===== config.mk =====
export PLATFORM = sky130hd
export DESIGN_NAME = rc_frame_decode_arming
export DESIGN_NICKNAME = d
export VERILOG_FILES = /design/src/rcfd_pkg.sv /design/src/rc_frame_decode_arming.sv
export VERILOG_INCLUDE_DIRS = /design/src /design/src/src
export SDC_FILE = /design/constraint.sdc
export NUM_CORES = 1
export LEC_CHECK = 0
export BUFFER_PORTS_ARGS = -buffer_cell sky130_fd_sc_hd__buf_2
export CAP_MARGIN = 20
export CORE_MARGIN = 1
export CORE_UTILIZATION = 55
export CTS_CLUSTER_DIAMETER = 30
export DETAILED_ROUTE_END_ITERATION = 16
export PLACE_DENSITY = 0.76
export SLEW_MARGIN = 30
export SYNTH_ARGS = -nofsm -noshare
export SYNTH_HDL_FRONTEND = slang
export SYNTH_SLANG_ARGS = --single-unit

===== constraint.sdc =====
create_clock -name clk -period 3.7 [get_ports clk]
set_clock_uncertainty 0.2 [all_clocks]
set_input_delay 0.74 -clock clk [delete_from_list [all_inputs] [get_ports clk]]
set_output_delay 0.74 -clock clk [all_outputs]
set_load 0.01 [all_outputs]

===== src/assert_macros.svh =====
// Assertion macros shared by the RTL files of the radio control frame decoder.
// No dependencies; included by the files that carry concurrent checks.
`ifndef ASSERT_MACROS_SVH
`define ASSERT_MACROS_SVH

// Same-cycle implication, disabled while reset is high.
`define RC_ASSERT_IMP(name, clk, rst, ante, cons) \
  name: assert property (@(posedge clk) disable iff (rst) (ante) |-> (cons)) \
    else $error("same-cycle implication failed");

// Next-cycle implication, disabled while reset is high.
`define RC_ASSERT_NXT(name, clk, rst, ante, cons) \
  name: assert property (@(posedge clk) disable iff (rst) (ante) |=> (cons)) \
    else $error("next-cycle implication failed");

`endif


===== src/rcfd_pkg.sv =====
// Package for the radio control frame decoder: widths, codes, stick thresholds
// and the channel clamp function. No dependencies.
package rcfd_pkg;

  localparam int FRAME_BYTES_DEF = 32;

  localparam int POS_W   = 6;
  localparam int SUM_W   = 8;
  localparam int BYTE_W  = 8;
  localparam int RAW_W   = 16;
  localparam int CH_W    = 11;
  localparam int GOAL_W  = 13;
  localparam int TRIM_W  = 11;
  localparam int YAW_W   = 16;
  localparam int STAGE_W = 3;
  localparam int LED_W   = 2;
  localparam int LOST_W  = 10;
  localparam int IDLE_W  = 12;
  localparam int HIGH_W  = 8;
  localparam int CFG_W   = 12;
  localparam int CFG_IDX_W = 2;
  localparam int NUM_CH  = 5;
  localparam int CH_IDX_W = 3;

  localparam logic [POS_W-1:0]  POS_MAX = '1;
  localparam logic [BYTE_W-1:0] HDR0 = 8'hAA;
  localparam logic [BYTE_W-1:0] HDR1 = 8'hAF;
  localparam logic [POS_W-1:0]  CH_FIRST_POS = 6'd4;
  localparam logic [POS_W-1:0]  CH_LAST_POS  = 6'd13;

  localparam logic [CH_W-1:0] CH_MIN     = 11'd1000;
  localparam logic [CH_W-1:0] CH_MAX     = 11'd2000;
  localparam logic [CH_W-1:0] YAW_DEC_TH = 11'd1820;
  localparam logic [CH_W-1:0] YAW_INC_TH = 11'd1180;
  localparam logic [CH_W-1:0] KILL_THR   = 11'd1050;
  localparam logic [CH_W-1:0] KILL_YAW   = 11'd1150;
  localparam logic [CH_W-1:0] LOW_THR    = 11'd1150;
  localparam logic [CH_W-1:0] HIGH_THR   = 11'd1800;
  localparam logic [CH_W-1:0] IDLE_THR   = 11'd1020;
  localparam logic [CH_W-1:0] LOW2_THR   = 11'd1100;

  localparam logic signed [GOAL_W-1:0] STICK_MID = 13'sd1500;

  localparam logic [LOST_W-1:0] LOST_LIMIT_RST = 10'd500;
  localparam logic [IDLE_W-1:0] IDLE_LIMIT_RST = 12'd3000;
  localparam logic [HIGH_W-1:0] ARM_HIGH_RST   = 8'd5;

  typedef enum logic [CFG_IDX_W-1:0] {
    CFG_LOST_LIMIT = 2'd0,
    CFG_IDLE_LIMIT = 2'd1,
    CFG_ARM_HIGH   = 2'd2
  } cfg_idx_t;

  typedef enum logic {
    OP_BYTE = 1'b0,
    OP_POLL = 1'b1
  } opcode_t;

  typedef enum logic [LED_W-1:0] {
    LED_NONE  = 2'd0,
    LED_SOLID = 2'd1,
    LED_FLASH = 2'd2
  } led_t;

  typedef enum logic [STAGE_W-1:0] {
    ST_WAIT_LOW  = 3'd0,
    ST_WAIT_HIGH = 3'd1,
    ST_WAIT_LOW2 = 3'd2,
    ST_ARMING    = 3'd3,
    ST_FLYING    = 3'd4,
    ST_EXIT      = 3'd5
  } arm_stage_t;

  function automatic logic [CH_W-1:0] clamp_ch(input logic [RAW_W-1:0] v);
    if (v < RAW_W'(CH_MIN)) begin
      return CH_MIN;
    end else if (v > RAW_W'(CH_MAX)) begin
      return CH_MAX;
    end else begin
      return v[CH_W-1:0];
    end
  endfunction

endpackage


===== src/rc_frame_decode_arming.sv =====
// Radio control frame decoder with throttle-stick arming; uses rcfd_pkg and assert_macros.svh.
// A word accepted into the input register is processed there; a poll or checksum byte leaves
// its result word in the result register. Throughput: one word per cycle, set by the single
// input register feeding one pass of logic into the result register, unless a result stalls.
// Reset (rst, synchronous, active high) restores the control and decoder state at once; the
// channel store is left as is, since every valid frame rewrites it before use.
`include "assert_macros.svh"

module rc_frame_decode_arming #(
  parameter int FRAME_BYTES = rcfd_pkg::FRAME_BYTES_DEF
) (
  input  logic                              clk,
  input  logic                              rst,
  // Configuration write port.
  input  logic                              cfg_we,
  input  logic [rcfd_pkg::CFG_IDX_W-1:0]    cfg_index,
  input  logic [rcfd_pkg::CFG_W-1:0]        cfg_data,
  // Input channel.
  input  logic                              in_valid,
  output logic                              in_stall,
  input  logic                              opcode,
  input  logic [rcfd_pkg::BYTE_W-1:0]       data_byte,
  input  logic                              last_byte,
  // Output channel.
  output logic                              out_valid,
  input  logic                              out_stall,
  output logic                              frame_valid,
  output logic [rcfd_pkg::CH_W-1:0]         throttle,
  output logic signed [rcfd_pkg::GOAL_W-1:0] roll_target,
  output logic signed [rcfd_pkg::GOAL_W-1:0] pitch_target,
  output logic signed [rcfd_pkg::YAW_W-1:0] yaw_target,
  output logic                              armed,
  output logic                              hold_mode,
  output logic [rcfd_pkg::LED_W-1:0]        led_event,
  output logic                              imu_reset,
  output logic                              radio_reinit,
  output logic [rcfd_pkg::STAGE_W-1:0]      arm_stage
);
  import rcfd_pkg::*;

  // The frame is complete when the checksum byte arrives with this many bytes before it.
  localparam logic [POS_W-1:0] LAST_POS = POS_W'(FRAME_BYTES - 1);

  // Configuration registers.
  logic [LOST_W-1:0] lost_limit;
  logic [IDLE_W-1:0] idle_limit;
  logic [HIGH_W-1:0] arm_high;

  // Input register. A word sits here while the state logic runs on it, longer if it stalls.
  logic              s1_valid;
  logic              s1_opcode;
  logic [BYTE_W-1:0] s1_byte;
  logic              s1_last;
  logic              s1_needs_out;
  logic              s1_fire;
  logic              in_accept;
  logic              out_free;

  // Decoder and arming state.
  logic [POS_W-1:0]  pos, pos_next;
  logic [SUM_W-1:0]  sum, sum_next;
  logic              hdr_good, hdr_good_next;
  logic [RAW_W-1:0]  chan [NUM_CH];
  arm_stage_t        stage, stage_next;
  logic [HIGH_W-1:0] high_cnt, high_cnt_next;
  logic [IDLE_W-1:0] idle_cnt, idle_cnt_next;
  logic [LOST_W-1:0] missed, missed_next;
  logic              armed_flag, armed_flag_next;
  logic              hold_flag, hold_flag_next;
  logic [CH_W-1:0]   prev_aux1, prev_aux1_next;
  logic signed [TRIM_W-1:0] roll_trim, roll_trim_next;
  logic signed [TRIM_W-1:0] pitch_trim, pitch_trim_next;
  logic signed [GOAL_W-1:0] roll_goal, roll_goal_next;
  logic signed [GOAL_W-1:0] pitch_goal, pitch_goal_next;
  logic signed [YAW_W-1:0]  yaw_goal, yaw_goal_next;
  logic [CH_W-1:0]   last_thr, last_thr_next;

  // Per-word strobes that go only to the result register.
  led_t              led;
  logic              imu;
  logic              reinit;
  logic              fvalid;

  // Channel store write decode.
  logic [POS_W-1:0]    pos_off;
  logic [CH_IDX_W-1:0] chan_idx;
  logic                chan_we;

  // Clamped channels and derived arithmetic.
  logic [CH_W-1:0]          ch_roll, ch_pitch, ch_thr, ch_yaw, ch_aux1;
  logic                     frame_ok;
  logic                     hold_tog;
  logic [LOST_W:0]          missed_inc;
  logic [HIGH_W-1:0]        high_inc;
  logic signed [GOAL_W-1:0] roll_sum, pitch_sum;
  logic signed [CH_W:0]     roll_off, pitch_off;
  arm_stage_t               stage_eff;

  // ---------------------------------------------------------------------------------------
  // Handshake. The input register empties whenever its word either makes no result or the
  // result register is free (empty, or being taken this cycle). Frame bytes therefore keep
  // entering on every cycle while a finished result still waits downstream; a poll or a
  // checksum byte then holds in the input register and stalls the input until it moves on.
  // ---------------------------------------------------------------------------------------
  assign out_free     = !out_valid || !out_stall;
  assign s1_needs_out = (s1_opcode == OP_POLL) || s1_last;
  assign s1_fire      = s1_valid && (!s1_needs_out || out_free);
  assign in_stall     = s1_valid && !s1_fire;
  assign in_accept    = in_valid && !in_stall;

  always_ff @(posedge clk) begin
    if (rst) begin
      s1_valid <= 1'b0;
    end else if (in_accept) begin
      s1_valid <= 1'b1;
    end else if (s1_fire) begin
      s1_valid <= 1'b0;
    end
  end

  always_ff @(posedge clk) begin
    if (in_accept) begin
      s1_opcode <= opcode;
      s1_byte   <= data_byte;
      s1_last   <= last_byte;
    end
  end

  // Configuration writes land at once; an index beyond the register list is ignored.
  always_ff @(posedge clk) begin
    if (rst) begin
      lost_limit <= LOST_LIMIT_RST;
      idle_limit <= IDLE_LIMIT_RST;
      arm_high   <= ARM_HIGH_RST;
    end else if (cfg_we) begin
      case (cfg_index)
        CFG_LOST_LIMIT: lost_limit <= cfg_data[LOST_W-1:0];
        CFG_IDLE_LIMIT: idle_limit <= cfg_data[IDLE_W-1:0];
        CFG_ARM_HIGH:   arm_high   <= cfg_data[HIGH_W-1:0];
        default: ;
      endcase
    end
  end

  // ---------------------------------------------------------------------------------------
  // Channel store. Bytes 4 to 13 carry roll, pitch, throttle, yaw and aux1 as big-endian
  // 16-bit values; the remaining aux channels are not kept. A valid frame always rewrites
  // every kept channel, so the store needs no reset.
  // ---------------------------------------------------------------------------------------
  assign pos_off  = pos - CH_FIRST_POS;
  assign chan_idx = pos_off[CH_IDX_W:1];
  assign chan_we  = s1_fire && (s1_opcode == OP_BYTE) && !s1_last &&
                    (pos >= CH_FIRST_POS) && (pos <= CH_LAST_POS);

  always_ff @(posedge clk) begin
    if (chan_we) begin
      if (!pos[0]) begin
        chan[chan_idx][RAW_W-1:BYTE_W] <= s1_byte;
      end else begin
        chan[chan_idx][BYTE_W-1:0] <= s1_byte;
      end
    end
  end

  assign ch_roll  = clamp_ch(chan[0]);
  assign ch_pitch = clamp_ch(chan[1]);
  assign ch_thr   = clamp_ch(chan[2]);
  assign ch_yaw   = clamp_ch(chan[3]);
  assign ch_aux1  = clamp_ch(chan[4]);

  // Frame check on the checksum byte.
  assign frame_ok = hdr_good && (pos == LAST_POS) && (sum == s1_byte);

  // A change of aux1 toggles hold mode; this toggled value is what the rest of the frame sees.
  assign hold_tog = (ch_aux1 != prev_aux1) ? !hold_flag : hold_flag;

  // Attitude targets: (1500 - stick + trim) fits 11 bits signed, times four fits 13 bits.
  assign roll_sum  = STICK_MID - $signed({2'b00, ch_roll}) + GOAL_W'(roll_trim);
  assign pitch_sum = STICK_MID - $signed({2'b00, ch_pitch}) + GOAL_W'(pitch_trim);

  // Trim captured at arming is stick minus center, within plus or minus 500.
  assign roll_off  = $signed({1'b0, ch_roll}) - (CH_W+1)'(STICK_MID);
  assign pitch_off = $signed({1'b0, ch_pitch}) - (CH_W+1)'(STICK_MID);

  assign missed_inc = {1'b0, missed} + (LOST_W+1)'(1);
  assign high_inc   = high_cnt + HIGH_W'(1);

  // Throttle fully down with yaw hard over forces the exit stage before the machine runs.
  assign stage_eff = ((ch_thr < KILL_THR) && (ch_yaw < KILL_YAW)) ? ST_EXIT : stage;

  // ---------------------------------------------------------------------------------------
  // State update for the word in the input register.
  // ---------------------------------------------------------------------------------------
  always_comb begin
    pos_next        = pos;
    sum_next        = sum;
    hdr_good_next   = hdr_good;
    stage_next      = stage;
    high_cnt_next   = high_cnt;
    idle_cnt_next   = idle_cnt;
    missed_next     = missed;
    armed_flag_next = armed_flag;
    hold_flag_next  = hold_flag;
    prev_aux1_next  = prev_aux1;
    roll_trim_next  = roll_trim;
    pitch_trim_next = pitch_trim;
    roll_goal_next  = roll_goal;
    pitch_goal_next = pitch_goal;
    yaw_goal_next   = yaw_goal;
    last_thr_next   = last_thr;
    led             = LED_NONE;
    imu             = 1'b0;
    reinit          = 1'b0;
    fvalid          = 1'b0;

    if (s1_fire) begin
      if (s1_opcode == OP_POLL) begin
        // A poll with no frame drops any partial frame and counts toward link loss.
        pos_next      = '0;
        sum_next      = '0;
        hdr_good_next = 1'b1;
        if (missed_inc > {1'b0, lost_limit}) begin
          missed_next     = '0;
          armed_flag_next = 1'b0;
          reinit          = 1'b1;
        end else begin
          missed_next = missed_inc[LOST_W-1:0];
        end
      end else if (!s1_last) begin
        if ((pos == POS_W'(0)) && (s1_byte != HDR0)) begin
          hdr_good_next = 1'b0;
        end
        if ((pos == POS_W'(1)) && (s1_byte != HDR1)) begin
          hdr_good_next = 1'b0;
        end
        sum_next = sum + s1_byte;
        // The position stops at its top value; an overlong frame is marked bad.
        if (pos == POS_MAX) begin
          hdr_good_next = 1'b0;
        end else begin
          pos_next = pos + POS_W'(1);
        end
      end else begin
        missed_next   = '0;
        fvalid        = frame_ok;
        pos_next      = '0;
        sum_next      = '0;
        hdr_good_next = 1'b1;
        if (frame_ok) begin
          last_thr_next  = ch_thr;
          prev_aux1_next = ch_aux1;
          hold_flag_next = hold_tog;
          if (!hold_tog) begin
            roll_goal_next  = {roll_sum[GOAL_W-3:0], 2'b00};
            pitch_goal_next = {pitch_sum[GOAL_W-3:0], 2'b00};
          end
          if (ch_yaw > YAW_DEC_TH) begin
            if (yaw_goal != {1'b1, {(YAW_W-1){1'b0}}}) begin
              yaw_goal_next = yaw_goal - YAW_W'(1);
            end
          end else if (ch_yaw < YAW_INC_TH) begin
            if (yaw_goal != {1'b0, {(YAW_W-1){1'b1}}}) begin
              yaw_goal_next = yaw_goal + YAW_W'(1);
            end
          end

          case (stage_eff)
            ST_WAIT_LOW: begin
              if (ch_thr < LOW_THR) begin
                stage_next = ST_WAIT_HIGH;
              end
            end
            ST_WAIT_HIGH: begin
              if (ch_thr > HIGH_THR) begin
                if (high_inc > arm_high) begin
                  high_cnt_next = '0;
                  stage_next    = ST_WAIT_LOW2;
                end else begin
                  high_cnt_next = high_inc;
                end
              end
            end
            ST_WAIT_LOW2: begin
              if (ch_thr < LOW2_THR) begin
                stage_next = ST_ARMING;
              end
            end
            ST_ARMING: begin
              armed_flag_next = 1'b1;
              stage_next      = ST_FLYING;
              led             = LED_SOLID;
              prev_aux1_next  = ch_aux1;
              hold_flag_next  = 1'b0;
              roll_trim_next  = roll_off[TRIM_W-1:0];
              pitch_trim_next = pitch_off[TRIM_W-1:0];
              imu             = 1'b1;
            end
            ST_FLYING: begin
              if (ch_thr < IDLE_THR) begin
                // Idle disarm counts only outside hold mode; the old count is compared.
                if (!hold_tog) begin
                  if (idle_cnt != '1) begin
                    idle_cnt_next = idle_cnt + IDLE_W'(1);
                  end
                  if (idle_cnt > idle_limit) begin
                    stage_next = ST_EXIT;
                  end
                end
              end else if (!armed_flag) begin
                stage_next = ST_EXIT;
              end else begin
                idle_cnt_next = '0;
              end
            end
            ST_EXIT: begin
              led             = LED_FLASH;
              idle_cnt_next   = '0;
              armed_flag_next = 1'b0;
              stage_next      = ST_WAIT_LOW;
            end
            default: begin
              stage_next = ST_EXIT;
            end
          endcase
        end
      end
    end
  end

  always_ff @(posedge clk) begin
    if (rst) begin
      pos        <= '0;
      sum        <= '0;
      hdr_good   <= 1'b1;
      stage      <= ST_WAIT_LOW;
      high_cnt   <= '0;
      idle_cnt   <= '0;
      missed     <= '0;
      armed_flag <= 1'b0;
      hold_flag  <= 1'b0;
      prev_aux1  <= CH_MIN;
      roll_trim  <= '0;
      pitch_trim <= '0;
      roll_goal  <= '0;
      pitch_goal <= '0;
      yaw_goal   <= '0;
      last_thr   <= CH_MIN;
    end else begin
      pos        <= pos_next;
      sum        <= sum_next;
      hdr_good   <= hdr_good_next;
      stage      <= stage_next;
      high_cnt   <= high_cnt_next;
      idle_cnt   <= idle_cnt_next;
      missed     <= missed_next;
      armed_flag <= armed_flag_next;
      hold_flag  <= hold_flag_next;
      prev_aux1  <= prev_aux1_next;
      roll_trim  <= roll_trim_next;
      pitch_trim <= pitch_trim_next;
      roll_goal  <= roll_goal_next;
      pitch_goal <= pitch_goal_next;
      yaw_goal   <= yaw_goal_next;
      last_thr   <= last_thr_next;
    end
  end

  // ---------------------------------------------------------------------------------------
  // Result register. Polls and checksum bytes each leave one word holding the updated state.
  // ---------------------------------------------------------------------------------------
  always_ff @(posedge clk) begin
    if (rst) begin
      out_valid <= 1'b0;
    end else if (s1_fire && s1_needs_out) begin
      out_valid <= 1'b1;
    end else if (!out_stall) begin
      out_valid <= 1'b0;
    end
  end

  always_ff @(posedge clk) begin
    if (s1_fire && s1_needs_out) begin
      frame_valid  <= fvalid;
      throttle     <= last_thr_next;
      roll_target  <= roll_goal_next;
      pitch_target <= pitch_goal_next;
      yaw_target   <= yaw_goal_next;
      armed        <= armed_flag_next;
      hold_mode    <= hold_flag_next;
      led_event    <= led;
      imu_reset    <= imu;
      radio_reinit <= reinit;
      arm_stage    <= stage_next;
    end
  end

  // ---------------------------------------------------------------------------------------
  // Checks.
  // ---------------------------------------------------------------------------------------
  // Motors are only unlocked while flying or on the way out of flight.
  `RC_ASSERT_IMP(a_armed_stage, clk, rst, armed_flag, (stage == ST_FLYING) || (stage == ST_EXIT))
  // The estimator reset word is the arming word itself.
  `RC_ASSERT_IMP(a_imu_on_arm, clk, rst, out_valid && imu_reset,
                 armed && (led_event == LED_SOLID) && (arm_stage == ST_FLYING))
  // A link-loss word never carries a frame and always shows the block disarmed.
  `RC_ASSERT_IMP(a_reinit_disarm, clk, rst, out_valid && radio_reinit, !armed && !frame_valid)
  // An accepted word is held in the input register on the following cycle.
  `RC_ASSERT_NXT(a_in_capture, clk, rst, in_accept, s1_valid)

endmodule

Word-level counts from Yosys, hierarchy flattened
Memories as Yosys holds them, arrays and structs flattened.
Index checks and enable logic that the tools add are counted.

word-level totals
  flip-flop bits (word level) = 241
  latch bits = 0
  memory bits (writable) = 80
  ROM bits = 0
  bits of input ports = 29
  output and inout port bits = 65
  word-level logic and storage cells = 232
  memories = 1

memory list
  name  depth  width  rd ports  clocked after memory_dff  write ports  line                          source
  chan  5      16     5         0                         1            rc_frame_decode_arming.sv:63  logic [RAW_W-1:0] chan [NUM_CH];

operators by class
  $add $sub $neg = 14
  multipliers = 0
  divide/modulo/power cells = 0
  order comparisons = 23
  equality and inequality tests = 22
  shift-type cells = 0
  muxes and demuxes = 90
  bitwise operators = 4
  reductions and logical operators = 43

operators by type and width
  cell                                                                                count
  11-bit two-way mux                                                                  14
  13-bit two-way mux                                                                  10
  16-bit two-way mux                                                                  8
  16-bit by 11-bit greater-than comparator with 1-bit output (second input constant)  5
  16-bit by 10-bit less-than comparator with 1-bit output (second input constant)     5
  11-bit less-than comparator (second input constant)                                 5
  12-bit two-way mux                                                                  4
  3-bit two-way mux                                                                   13
  10-bit two-way mux                                                                  3
  1-bit two-way mux                                                                   28
  8-bit two-way mux                                                                   3
  12-bit case mux with 2 select lines                                                 1
  11-bit adder                                                                        2
  11-bit greater-than comparator (second input constant)                              2
  11-bit subtractor (first input constant)                                            2
  11-bit subtractor (second input constant)                                           2
  6-bit two-way mux                                                                   3
  3-bit case mux with 6 select lines                                                  1
  16-bit by 2-bit adder with 16-bit output (second input constant)                    1
  16-bit by 15-bit != test with 1-bit output (second input constant)                  1
  16-bit != test (second input constant)                                              1
  8-bit != test (second input constant)                                               2
  16-bit by 2-bit subtractor with 16-bit output (second input constant)               1
  2-bit AND reduction                                                                 7
  other kinds (42)                                                                    72

Depth between registers and ports, before layout
Gate-level depths: netlist (run 1).
An unclocked memory read counts as a cell.

  depth after elaboration = 13
  mapped depth = 17
  depth with buffers taken out = 17

Worst setup path before layout (run 1)
No wires, ideal clock.

  path type = register -> register
  start = memory chan[0][3]
  end = register roll_target[12] (netlist bit) (data pin)
  library setup time = 0.262 ns
  arrival = 3.629 ns
  required time = 3.238 ns
  setup slack = -0.391 ns
  stages on the path, launching flop included = 17
  buffers on the path = 0
  clock period less this slack = 4.091 ns
  cell sequence = edfxtp_1 -> o41ai_1 -> nand2b_1 -> a41oi_1 -> o21a_1 -> and2_1 -> ha_1 -> inv_1 -> ha_1 -> a21o_1 -> a21oi_1 -> o21bai_1 -> a2111oi_0 -> o31ai_1 -> a21oi_1 -> xnor2_1 -> mux2_2

RTL lines
  what                  line                           source
  start, declared       rc_frame_decode_arming.sv:63
  end signal, assigned  rc_frame_decode_arming.sv:385  roll_target <= roll_goal_next;
  end, declared         rc_frame_decode_arming.sv:29   output logic signed [rcfd_pkg::GOAL_W-1:0] roll_target,

==> results.yml, run 1 <==
outcome:
  status: "finished, violations left"
  failed_checks: "setup timing"
pwr:
  power_density_nw_per_um2: 499
  leakagePower_nw: 8.13
  peakVddDrop_mv: 0.371
synthesis:
  synth_area_leader_cell: "edfxtp_1"
  synth_nets: 1651
  synth_edf_count: 153
  synth_warnings: 0
  async_flop_share_pct: 0
  ys_ff_latch: 321
  yosys.area.top_type_share_pct: 29.1
  synthTopCellsByArea: "edfxtp_1 29%, dfxtp_1 21%, ha_1 6.9%"
  syn_avg_cell_area_um2: 10.3
  ys_seq_area_share_pct: 50.4
  yosys.cell_types.count: 88
  syn_area_um2: 15800
  synthFlopType: "dfxtp_1"
  syn_inst: 1532
floorplan:
  initial_core_util_pct: 56.4
  die_x_um: 172
  dieHeight_um: 172
  dieArea_um2: 29400
  num_rows: 61
  io_pins: 94
  core_area_um2: 28000
layout:
  final_nets: 1860
  layout_common_cells: "168 x dfxtp_1, 153 x edfxtp_1, 146 x nor2_1"
  insertedDiodeCount: 0
  stdcell_count: 2174
  final_common_cell: "dfxtp_1"
  drive_gt1_share_pct: 23.7
  n_fill_cell: 1954
  syn_to_final_growth_pct: 26.4
  fin_area_um2: 20000
sta:
  fin_setup_tns_ps: -1760
  worst_pin_slew_ps: 848
  report.final.slew_viol_count: 0
  max_freq_ghz: 0.256
  setup_violations: 14
  timing.final.ws_setup_ps: -211
  min_period_ps: 3910
  post-route-period-util_pct: 106
  finalHoldViolCount: 0
  relSlewSlack_pct: 43.3
  rsz0062_at_grt: "true"
setup_path:
  crit_type: "flop to flop"
  worstSetupEndpointType: "flop"
  start_kind: "flop"
  critPathArrivalTime_ps: 4000
  crit_fanout: 2
  cp.required_ps: 3790
grt:
  grt_max_degree: 98
  grt_pass1_vias: 11900
  antenna_found_initial: 0
  grt_use_total_pct: 25.2
  grt_overflow: 0
  grt_pass1_wl_um: 58800
drt:
  drt_iter0_drc: 969
  viasPerCell: 5.66
  wl_per_cell_um: 17.0
  ant_nets: 0
  vias: 12300
  drt-total-wl_um: 36900
  dr.pass1.iters: 6
  drc: 0
clocking:
  clock_sinks: 321
  cts.clk_slew.worst_paths_ps: 50
  cts_max_level: 3
  cts_buffer_depth: 3
  clockRootBuffer: "clkbuf_16"
  cts_tree: "built"
  clock_latency_ps: 560
  cts_made_buffers: 67
place:
  place_area_um2: 17300
  gp_congestion: 0.872
  dp_cells: 2034
  io_buffers: 93
  dp_hpwl_um: 23900
min_path:
  holdCritPathClass: "primary input to flop"
flow_run:
  drv_cap: 0
cell usage after synthesis (all sizes together), types with 15 or more instances:
cell and number:
dfxtp 168, edfxtp 153, nor2 148, nand2 106
inv 102, a21oi 94, ha 87, nor2b 56
clkbuf 46, nand3 44, nor3 40, o21ai 38
xnor2 34, xor2 34, a211o 22, and3 21
mux2 21, nand4 21, a31oi 19, nand2b 19
a211oi 17, and2 16, a21o 15, or2 15
final timing paths:
path	startpoint	end	slack, ps	cells after the start
max	chan[1][2]	pitch_target[12]	-210	16
min reg2reg	pitch_goal[0]	pitch_goal[0]	250	1
max reg2reg	chan[1][2]	pitch_target[12]	-210	16
min	last_byte	s1_last	180	1
logic make-up (layout without fill, tap and decap cells):
family                     after synthesis  in the layout  synth area share (%)
xor gates and xnor gates                68             68                  3.77
muxes                                   33             33                  2.49
buffers and inverters                  153            417                  3.88
and+or+nand+nor                        548            548                  17.8
DFF                                    321            321                  50.4
AOI/OAI and AO/OA                      318            318                  14.3
adders and majority gates               91             91                  7.33
cell type report:
cell class                 count  area, µm²  share of cell area (%)
clock inverter                44        497                    2.49
sequential                   321       7960                    39.8
tap                          378        473                    2.37
timing repair buffer         191       1260                    6.33
multi-input combinational   1058       7600                    38.1
inverter                     102        390                    1.95
clock buffer                  80       1790                    8.96
repair_timing:
item,4_1_cts,5_1_grt
setup endpoints to repair,12,18
hold buffers,0,0
resized for setup,27,32
buffers inserted,11,9
gates cloned,0,0
pin swaps,23,20
sequential cells by signal, summed over array words and instances, names as in the netlist, 13 cells and up:
signal	cells
roll_target	13
yaw_target	16
yaw_goal	16
pitch_target	13
roll_goal	13
chan	80
pitch_goal	13
where the power goes:
part / internal, W / total, W / switching (W)
clock network: 0.00393 / 0.00595 / 0.00202
registers: 0.00376 / 0.00378 / 0.0000188
logic: 0.0000818 / 0.000239 / 0.000158
critical path, cell delays in order (launching register included):
cell	delay (ps)
edfxtp_1	410
o41ai_2	360
nand2_1	170
a31oi_4	180
buf_4	140
and3_4	200
ha_4	210
inv_4	60
ha_4	180
a21o_1	190
a21oi_2	190
o21bai_2	110
a2111oi_4	380
o31ai_1	130
a21oi_1	190
xnor2_1	80
mux2_4	270
routing by layer:
metal | vias up | routed length, µm | track usage [%] | share of wire (%)
met1 | 5815 | 15700 | 31.8 | 43
met5 | - | 0 | 0 | 0
met4 | 0 | 920 | 9.63 | 2.5
li1 | 5988 | - | - | -
met2 | 416 | 17900 | 42.1 | 49
met3 | 84 | 2290 | 5.25 | 6.2
stage by stage:
stage | power [W] | hold WS, ps | util, % | worst slack, ps
after floorplan | 0.00398 | 221 | - | 1.51
after global placement | 0.00407 | 235 | 61.7 | -35.2
after detailed placement | 0.00408 | 238 | 61.7 | -146
after CTS | 0.0100 | 158 | 70.6 | -73.3
after global routing | 0.0102 | 157 | 71.3 | -399
final | 0.00996 | 176 | 71.3 | -211
No activity file was read; power rests on OpenSTA's default activity.
==> run 2, diff against run 1 <==
CTS_CLUSTER_SIZE = 14   (was not set)
PLACE_DENSITY = 0.84   (was 0.76)
==> results.yml, run 2 (synthesized netlist as in run 1, its figures left out) <==
clocking:
  clockRootBuffer: "clkbuf_16"
  clock_sinks: 321
  cts_made_buffers: 58
  cts_max_level: 2
  cts_tree: "built"
  cts_buffer_depth: 3
  clock_latency_ps: 590
  cts.clk_slew.worst_paths_ps: 60
pwr:
  power_density_nw_per_um2: 478
  clkPwrFrac_pct: 57.2
  p_sw_share_pct: 23.0
  power_switching_w: 0.00216
  total_power_w: 0.00939
  leakagePower_nw: 7.96
  seqPwrFrac_pct: 40.2
  power.internal_w: 0.00723
  peakVddDrop_mv: 0.380
  pwr-share-comb_pct: 2.6
setup_path:
  r2r_end: "pitch_target[12]"
  r2r-start: "chan[1][2]"
  crit_type: "flop to flop"
  regToRegSetupSlack_ps: -140
  r2r_cells: 15
  cp.required_ps: 3830
  start_kind: "flop"
  worstSetupEndpointType: "flop"
  critPathArrivalTime_ps: 3970
  crit_fanout: 6
floorplan:
  num_rows: 61
  io_pins: 94
  initial_core_util_pct: 56.4
  core_area_um2: 28000
  dieArea_um2: 29400
  die_x_um: 172
  dieHeight_um: 172
sta:
  relSlewSlack_pct: 44.1
  worst_pin_slew_ps: 837
  setup_violations: 16
  timing.hold.ws_ps: 148
  rsz0062_at_grt: "true"
  min_period_ps: 3840
  post-route-period-util_pct: 104
  report.final.slew_viol_count: 0
  finalHoldViolCount: 0
  fin_setup_tns_ps: -1050
  timing.final.ws_setup_ps: -142
  max_freq_ghz: 0.260
layout:
  layout_common_cells: "168 x dfxtp_1, 153 x edfxtp_1, 145 x nor2_1"
  syn_to_final_growth_pct: 24.2
  top_register: "chan"
  drive_gt1_share_pct: 23.0
  insertedDiodeCount: 0
  final_common_cell: "dfxtp_1"
  reg_top3: "chan (80), yaw_goal (16), yaw_target (16)"
  largest_reg_flops: 80
  final_nets: 1836
drt:
  ant_nets: 0
  drc: 0
  wl_per_cell_um: 18.4
  dr.pass1.iters: 5
  drt-total-wl_um: 39500
  drt_iter0_drc: 1060
  vias: 12700
  viasPerCell: 5.93
place:
  gp_congestion: 0.896
  dp_hpwl_um: 24000
  preCtsSetupSlack_ps: -174
  io_buffers: 93
grt:
  antenna_found_initial: 0
  grt_use_total_pct: 26.2
  grt_max_degree: 84
  grt_overflow: 0
  grt_pass1_vias: 12400
  grt_pass1_wl_um: 61300
outcome:
  failed_checks: "setup timing"
  status: "finished, violations left"
min_path:
  holdCritPathClass: "primary input to flop"
  whs_path_depth: 1
  min_from: "last_byte"
  holdPathEnd: "s1_last"
flow_run:
  drv_cap: 0
[run 2: layer usage]
| metal | GRT usage (%) | up-vias | routed length, µm |
|---|---|---|---|
| li1 | - | 5931 | - |
| met1 | 31.1 | 6084 | 15800 |
| met2 | 45.8 | 560 | 19500 |
| met3 | 4.76 | 144 | 2530 |
| met4 | 12.7 | 0 | 1650 |
| met5 | 0 | - | 0 |
[run 2: area by class of cell]
class | instances | area, µm²
Tap cell | 378 | 473
Timing Repair Buffer | 176 | 1150
Fill cell | 1881 | 8390
Sequential cell | 321 | 7960
Multi-Input combinational cell | 1058 | 7640
Clock inverter | 43 | 448
Inverter | 102 | 388
Clock buffer | 66 | 1570
[run 2: power by group through the flow]
stage / Clock (W) / Sequential, W / Combinational, W
global placement: 0 / 0.00384 / 0.000230
global route: 0.00557 / 0.00377 / 0.000266
floorplan: 0 / 0.00385 / 0.000134
finish: 0.00537 / 0.00377 / 0.000244
CTS: 0.00540 / 0.00377 / 0.000241
detailed placement: 0 / 0.00384 / 0.000238
[run 2: critical path: stages (launching register included)]
cell and delay, ps:
edfxtp_1 450, o41ai_4 430, nand2_2 120, a31oi_4 200
and2_4 190, buf_4 150, nand2b_4 70, ha_1 280
inv_1 50, ha_1 320, or2_2 290, a21oi_2 190
o31ai_1 90, a21oi_1 190, xnor2_1 100, mux2_4 260
[run 2: stage by stage]
stage	std cells	util, %	cell area [µm²]
2_1_floorplan	1532	-	15900
3_3_place_gp	2023	61.4	17200
3_5_place_dp	2023	61.4	17200
4_1_cts	2139	69.5	19500
5_1_grt	2144	70.1	19600
6_report	2144	70.1	19600
[run 2: timing repair]
action,4_1_cts,5_1_grt
gates resized for setup,35,22
pin swaps,34,23
endpoints found under the setup margin,16,44
buffers inserted,8,6
hold buffers,0,0
[run 2: worst max path at each step]
stage | start | endpoint | slack [ps] | cells past startpoint
6_report | chan[1][2] | pitch_target[12] | -140 | 15
5_1_grt | chan[0][2] | roll_target[12] | -340 | 16
4_1_cts | chan[0][3] | roll_target[12] | -220 | 16
3_5_place_dp | chan[1][2] | pitch_target[12] | -170 | 15
3_3_place_gp | chan[1][2] | pitch_target[12] | -30 | 15
2_1_floorplan | chan[0][2] | roll_target[12] | 2 | 16
